## src/hdl/b2da_pkg.sv

```systemverilog
// ----------------------------------------------------------------------------
// Binary to decimal ASCII package
// Widths, constants and shared types of the converter.
// ----------------------------------------------------------------------------
package b2da_pkg;

  localparam int unsigned ValueW    = 16;
  localparam int unsigned NumDigits = 5;
  localparam int unsigned BcdW      = 4 * NumDigits;
  localparam int unsigned AsciiW    = 6;
  localparam int unsigned ShiftCntW = $clog2(ValueW);
  localparam int unsigned IdxW      = $clog2(NumDigits);

  localparam logic [AsciiW-1:0]    AsciiZero = 6'd48;
  localparam logic [ShiftCntW-1:0] LastShift = ShiftCntW'(ValueW - 1);
  localparam logic [IdxW-1:0]      LastIdx   = IdxW'(NumDigits - 1);

  typedef enum logic [1:0] {
    StIdle,
    StConv,
    StStart,
    StEmit
  } state_e;

  typedef struct packed {
    logic load;
    logic shift;
    logic start_emit;
    logic next_digit;
  } cmd_t;

  typedef struct packed {
    logic shift_done;
    logic is_last;
  } sts_t;

endpackage

```

## src/hdl/binary_to_decimal_ascii_core.sv

```systemverilog
// ----------------------------------------------------------------------------
// Binary to decimal ASCII core
// Converts an unsigned 16-bit number into ASCII decimal digits.
// ----------------------------------------------------------------------------
// Each accepted number is converted by sixteen shift-and-add-three iterations,
// one per cycle, and then sent most significant digit first with leading
// zeros dropped, one digit per output transfer, the final digit flagged by
// last_o. A number passes through intake, the conversion, the search for the
// first digit and the digit transfers in that order; a new number is taken
// once the last digit of the previous one has been transferred.
module binary_to_decimal_ascii_core import b2da_pkg::*; (
  input  logic              clk_i,
  input  logic              rst_ni,
  input  logic              in_valid_i,
  output logic              in_stall_o,
  input  logic [ValueW-1:0] value_i,
  output logic              out_valid_o,
  input  logic              out_stall_i,
  output logic [AsciiW-1:0] ascii_digit_o,
  output logic              last_o
);

  cmd_t cmd;
  sts_t sts;

  b2da_ctrl u_ctrl (
    .clk_i      (clk_i),
    .rst_ni     (rst_ni),
    .in_valid_i (in_valid_i),
    .in_stall_o (in_stall_o),
    .out_valid_o(out_valid_o),
    .out_stall_i(out_stall_i),
    .sts_i      (sts),
    .cmd_o      (cmd)
  );

  b2da_datapath u_dp (
    .clk_i        (clk_i),
    .value_i      (value_i),
    .cmd_i        (cmd),
    .sts_o        (sts),
    .ascii_digit_o(ascii_digit_o),
    .last_o       (last_o)
  );

endmodule

```

## src/hdl/b2da_datapath.sv

```systemverilog
// ----------------------------------------------------------------------------
// Binary to decimal ASCII datapath
// Shift-and-add-three conversion registers and the digit output selection.
// ----------------------------------------------------------------------------
module b2da_datapath import b2da_pkg::*; (
  input  logic              clk_i,
  input  logic [ValueW-1:0] value_i,
  input  cmd_t              cmd_i,
  output sts_t              sts_o,
  output logic [AsciiW-1:0] ascii_digit_o,
  output logic              last_o
);

  logic [ValueW-1:0]    bin_q, bin_d;
  logic [BcdW-1:0]      bcd_q, bcd_d;
  logic [BcdW-1:0]      bcd_adj;
  logic [ShiftCntW-1:0] cnt_q, cnt_d;
  logic [IdxW-1:0]      idx_q, idx_d;
  logic [IdxW-1:0]      first_idx;
  logic [3:0]           digit;

  always_comb begin
    for (int k = 0; k < NumDigits; k++) begin
      if (bcd_q[4*k +: 4] >= 4'd5) begin
        bcd_adj[4*k +: 4] = bcd_q[4*k +: 4] + 4'd3;
      end else begin
        bcd_adj[4*k +: 4] = bcd_q[4*k +: 4];
      end
    end
  end

  // Digit zero is the most significant one.
  always_comb begin
    priority if (bcd_q[19:16] != 4'd0) begin
      first_idx = IdxW'(0);
    end else if (bcd_q[15:12] != 4'd0) begin
      first_idx = IdxW'(1);
    end else if (bcd_q[11:8] != 4'd0) begin
      first_idx = IdxW'(2);
    end else if (bcd_q[7:4] != 4'd0) begin
      first_idx = IdxW'(3);
    end else begin
      first_idx = LastIdx;
    end
  end

  always_comb begin
    bin_d = bin_q;
    bcd_d = bcd_q;
    cnt_d = cnt_q;
    idx_d = idx_q;
    if (cmd_i.load) begin
      bin_d = value_i;
      bcd_d = '0;
      cnt_d = '0;
    end
    if (cmd_i.shift) begin
      bcd_d = {bcd_adj[BcdW-2:0], bin_q[ValueW-1]};
      bin_d = {bin_q[ValueW-2:0], 1'b0};
      cnt_d = cnt_q + ShiftCntW'(1);
    end
    if (cmd_i.start_emit) begin
      idx_d = first_idx;
    end
    if (cmd_i.next_digit) begin
      idx_d = idx_q + IdxW'(1);
    end
  end

  always_ff @(posedge clk_i) begin
    bin_q <= bin_d;
    bcd_q <= bcd_d;
    cnt_q <= cnt_d;
    idx_q <= idx_d;
  end

  always_comb begin
    unique case (idx_q)
      3'd0:    digit = bcd_q[19:16];
      3'd1:    digit = bcd_q[15:12];
      3'd2:    digit = bcd_q[11:8];
      3'd3:    digit = bcd_q[7:4];
      3'd4:    digit = bcd_q[3:0];
      default: digit = 4'd0;
    endcase
  end

  assign ascii_digit_o     = AsciiZero | {2'b00, digit};
  assign last_o            = (idx_q == LastIdx);
  assign sts_o.shift_done  = (cnt_q == LastShift);
  assign sts_o.is_last     = (idx_q == LastIdx);

endmodule

```

## src/hdl/b2da_ctrl.sv

```systemverilog
// ----------------------------------------------------------------------------
// Binary to decimal ASCII controller
// Sequences intake, the shift iterations and the digit transfers.
// ----------------------------------------------------------------------------
module b2da_ctrl import b2da_pkg::*; (
  input  logic clk_i,
  input  logic rst_ni,
  input  logic in_valid_i,
  output logic in_stall_o,
  output logic out_valid_o,
  input  logic out_stall_i,
  input  sts_t sts_i,
  output cmd_t cmd_o
);

  state_e state_q, state_d;

  always_ff @(posedge clk_i or negedge rst_ni) begin
    if (!rst_ni) begin
      state_q <= StIdle;
    end else begin
      state_q <= state_d;
    end
  end

  always_comb begin
    state_d     = state_q;
    cmd_o       = '0;
    in_stall_o  = 1'b1;
    out_valid_o = 1'b0;
    unique case (state_q)
      StIdle: begin
        in_stall_o = 1'b0;
        if (in_valid_i) begin
          cmd_o.load = 1'b1;
          state_d    = StConv;
        end
      end
      StConv: begin
        cmd_o.shift = 1'b1;
        if (sts_i.shift_done) begin
          state_d = StStart;
        end
      end
      StStart: begin
        cmd_o.start_emit = 1'b1;
        state_d          = StEmit;
      end
      StEmit: begin
        out_valid_o = 1'b1;
        if (!out_stall_i) begin
          if (sts_i.is_last) begin
            state_d = StIdle;
          end else begin
            cmd_o.next_digit = 1'b1;
          end
        end
      end
      default: begin
        state_d = StIdle;
      end
    endcase
  end

endmodule

```

## config.mk

```make
export PLATFORM = sky130hd
export DESIGN_NAME = binary_to_decimal_ascii_core
export DESIGN_NICKNAME = d
export VERILOG_FILES = /design/src/hdl/b2da_pkg.sv /design/src/hdl/binary_to_decimal_ascii_core.sv /design/src/hdl/b2da_datapath.sv /design/src/hdl/b2da_ctrl.sv
export SDC_FILE = /design/constraint.sdc
export NUM_CORES = 1
export LEC_CHECK = 0
export BUFFER_PORTS_ARGS = -buffer_cell sky130_fd_sc_hd__buf_4
export CAP_MARGIN = 20
export CORE_MARGIN = 2
export CORE_UTILIZATION = 42
export CTS_CLUSTER_DIAMETER = 60
export DETAILED_ROUTE_END_ITERATION = 10
export PLACE_DENSITY = 0.69
export SYNTH_ARGS = -nofsm -noshare
export SYNTH_HDL_FRONTEND = slang
export SYNTH_SLANG_ARGS = --single-unit
```

## constraint.sdc

```tcl
create_clock -name clk_i -period 3.1 [get_ports clk_i]
set_clock_uncertainty 0.2 [all_clocks]
set_input_delay 0.62 -clock clk_i [delete_from_list [all_inputs] [get_ports clk_i]]
set_output_delay 0.62 -clock clk_i [all_outputs]
set_load 0.02 [all_outputs]
```

==> results.toml <==
[routing]
drc = 0
drt-wirelength-per-cell_um = 13.6
first_pass_iters = 4
routed_wl_mm = 4.55
ant_nets = 0
vias = 1732
routed_via_density = 5.17
drt_iter0_markers = 106

[clocking]
cts_tree = "yes"
clock_sinks = 45
cts_max_level = 2
clk_pin_slew_ns = 0.08
root_buffer = "clkbuf_8"
cts.hold.buffers_added = 1
ctsResizeCount = 0
numCtsBuffers = 5
clkLatencyLatePin_ns = 0.29
post_cts_buffers = 0
ctsLongestPathBuffers = 2

[sta]
hold_violations = 0
rsz0062_at_grt = "false"
post-route-period-util = 0.852
period_needed_ns = 2.64
finalMaxSlewViolations = 0
timing.fmax_ghz = 0.379
finalSetupViolations = 0
fin_setup_tns_ns = 0

[synth]
yosys.area_share.simple = 0.140
synth_compound_area_frac = 0.138
muxShareOfSynthArea = 0.0223
syn_inst = 230
netlist_area_um2 = 2630
synth-xor-area-share = 0.0366
synth.distinct_cells = 34
yosysWarnings = 0
synth_top_family_by_area = "simple AND/OR/NAND/NOR gates"
seq_area_frac_synth = 0.506
synthAdderAreaFrac = 0.114
ys_ff_latch = 45
avgSynthCellArea_um2 = 11.4

[layout]
layout-drive-gt1-share = 0.169
fin_nets = 303
area_growth_pct = 14.3
fin_cells = 335
register_area_um2 = 1330
multiInputGateArea_um2 = 1200
fillerInstances = 528
diodes = 0

[setup_path]
start_kind = "register"
r2r_end = "u_ctrl.state_q[1]$_DFFE_PN0P_"
timing.rr.start = "u_dp.idx_q[0]$_DFFE_PP_"
crit_fanout = 4
r2r_cells = 6
rrSetupSlack_ns = 1.09
endpoint = "ascii_digit_o[0]"
cp-end-kind = "primary output"
crit_type = "register to primary output"
required_ns = 2.28
arrival_ns = 1.82
cp-startpoint = "u_dp.idx_q[0]$_DFFE_PP_"

[power_and_ir_drop]
internal-power_w = 0.00200
clock_power_share = 0.106
power.switching_w = 0.00130
power_density_nw_per_um2 = 1100
ir_drop_mv = 0.661
swShare = 0.394
power_frac_comb = 0.470
pwr-share-seq = 0.424
p_leak_nw = 1.31

[global_route]
grt_pass1_vias = 1705
grt-ovfl-total = 0
antenna_found_initial = 0
grt_max_degree = 41
grt_pass1_wl_mm = 7.93
grt.total_usage = 0.138

[status]
status = "finished clean"

[run]
cap_violations = 0

[floorplanning]
fp.coreArea_um2 = 5990
die_h_um = 83.2
io_pins = 29
rows = 28
fp.dieW_um = 83.2
initial_utilization = 0.439
die_area_um2 = 6910

[place]
portBuffers = 26
hpwlAfterDp_mm = 3.22
finalWeightedCongestion = 0.823
dp.cells = 326

[worst_hold_path]
hold_class = "register to register"
critical path: stages (launching register included):
cell,delay [ns]
edfxtp_1,0.45
ha_1,0.24
ha_1,0.22
a222oi_1,0.34
nand2_1,0.10
buf_4,0.17
power groups by stage:
stage	Combinational, W	Sequential (W)	Clock (W)
final	0.00155	0.00140	0.000348
after global placement	0.00153	0.00140	0
after CTS	0.00157	0.00140	0.000363
after floorplan	0.00119	0.00132	0
after global routing	0.00177	0.00145	0.000389
after detailed placement	0.00156	0.00141	0
worst min-delay path by stage:
| stage | start | to | cells past startpoint |
|---|---|---|---|
| 2_1_floorplan | rst_ni | u_ctrl.state_q[0]$_DFFE_PN0P_ | 0 |
| 3_3_place_gp | rst_ni | u_ctrl.state_q[1]$_DFFE_PN0P_ | 1 |
| 3_5_place_dp | rst_ni | u_ctrl.state_q[0]$_DFFE_PN0P_ | 1 |
| 4_1_cts | u_dp.bin_q[0]$_SDFFE_PP0N_ | u_dp.bin_q[0]$_SDFFE_PP0N_ | 2 |
| 5_1_grt | u_dp.bin_q[0]$_SDFFE_PP0N_ | u_dp.bin_q[0]$_SDFFE_PP0N_ | 2 |
| 6_report | u_dp.bin_q[0]$_SDFFE_PP0N_ | u_dp.bin_q[0]$_SDFFE_PP0N_ | 2 |
flip-flops by register name, indices dropped and copies added (netlist names):
signal	count
u_dp.bin_q	16
u_ctrl.state_q	2
u_dp.bcd_q	20
u_dp.idx_q	3
u_dp.cnt_q	4
routing by layer:
metal / wire length (um) / global-route usage / up-vias
li1: - / - / 874
met1: 2270 / 0.204 / 813
met2: 2070 / 0.205 / 41
met3: 179 / 0.0249 / 4
met4: 24 / 0.0447 / 0
met5: 0 / 0 / -
cells in the mapped netlist:
cell	instances	share of area
nor2_1	8	0.011
a21oi_1	1	0.0019
a22o_1	15	0.050
nand4_1	1	0.0024
inv_1	17	0.024
nor3b_1	3	0.0086
nor2b_1	3	0.0071
o211a_1	6	0.023
dfrtp_1	2	0.019
and3_1	4	0.0095
o21ai_0	10	0.019
or3b_4	1	0.0043
and2_1	9	0.021
a21boi_0	5	0.014
nand2_1	30	0.043
a222oi_1	4	0.015
mux2_4	1	0.0057
nand3_1	4	0.0076
nand3b_1	1	0.0029
ha_1	24	0.11
buf_2	1	0.0019
xor2_1	1	0.0033
a21o_1	4	0.011
buf_4	3	0.0086
clkbuf_1	5	0.0071
dfxtp_1	1	0.0076
nand2b_1	7	0.017
nor2b_4	1	0.0052
mux2_2	3	0.013
mux2i_1	1	0.0038
edfxtp_1	42	0.48
conb_1	1	0.0014
a21o_2	1	0.0033
xnor2_1	10	0.033
kinds of logic (layout without fill, tap and decap cells):
group / after synthesis / count (layout)
simple gates: 72 / 72
fa+ha+maj: 24 / 24
compound gates: 46 / 46
buf+inv: 26 / 55
other cells: 1 / 2
flops: 45 / 45
mux: 5 / 5
xor+xnor: 11 / 11
metrics by stage:
| step | total power (W) | hold WS [ns] | worst slack [ns] | util | instance area, um2 |
|---|---|---|---|---|---|
| CTS | 0.00333 | 0.272 | 0.462 | 0.502 | 3010 |
| detailed placement | 0.00297 | 0.204 | 0.799 | 0.487 | 2920 |
| global route | 0.00360 | 0.303 | 0.345 | 0.502 | 3010 |
| finish | 0.00330 | 0.265 | 0.459 | 0.502 | 3010 |
| global placement | 0.00293 | 0.204 | 0.859 | 0.487 | 2920 |
| floorplan | 0.00251 | 0.124 | 0.380 | - | 2640 |
cell usage in the layout (no fill, tap or decap):
master         instances
nor2b_4                1
nand2b_2               1
a21oi_1                1
mux2_4                 1
nand2b_1               6
o21ai_0               10
nor3b_1                3
a21o_2                 1
clkbuf_1               1
a21boi_0               5
dfxtp_1                1
dfrtp_1                2
inv_1                 17
and2_1                 9
nor2b_1                3
mux2_2                 3
a222oi_1               4
xnor2_1               10
o211a_1                6
a21o_1                 4
nand3_1                4
edfxtp_1              42
nand4_1                1
conb_1                 2
xor2_1                 1
a22o_1                15
ha_1                  24
or3b_4                 1
dlygate4sd3_1          1
nand3b_1               1
buf_12                 1
nand2_1               30
clkinv_2               2
buf_4                 28
mux2i_1                1
clkbuf_8               5
and3_1                 4
nor2_1                 8
cell type report:
cell class | count | share of cell area
Multi-Input combinational cell | 160 | 0.398
Tap cell | 75 | 0.0312
Timing Repair Buffer | 30 | 0.0799
Inverter | 17 | 0.0212
Clock inverter | 2 | 0.00333
Clock buffer | 6 | 0.0241
Sequential cell | 45 | 0.443
No activity file was read; power rests on OpenSTA's default activity.
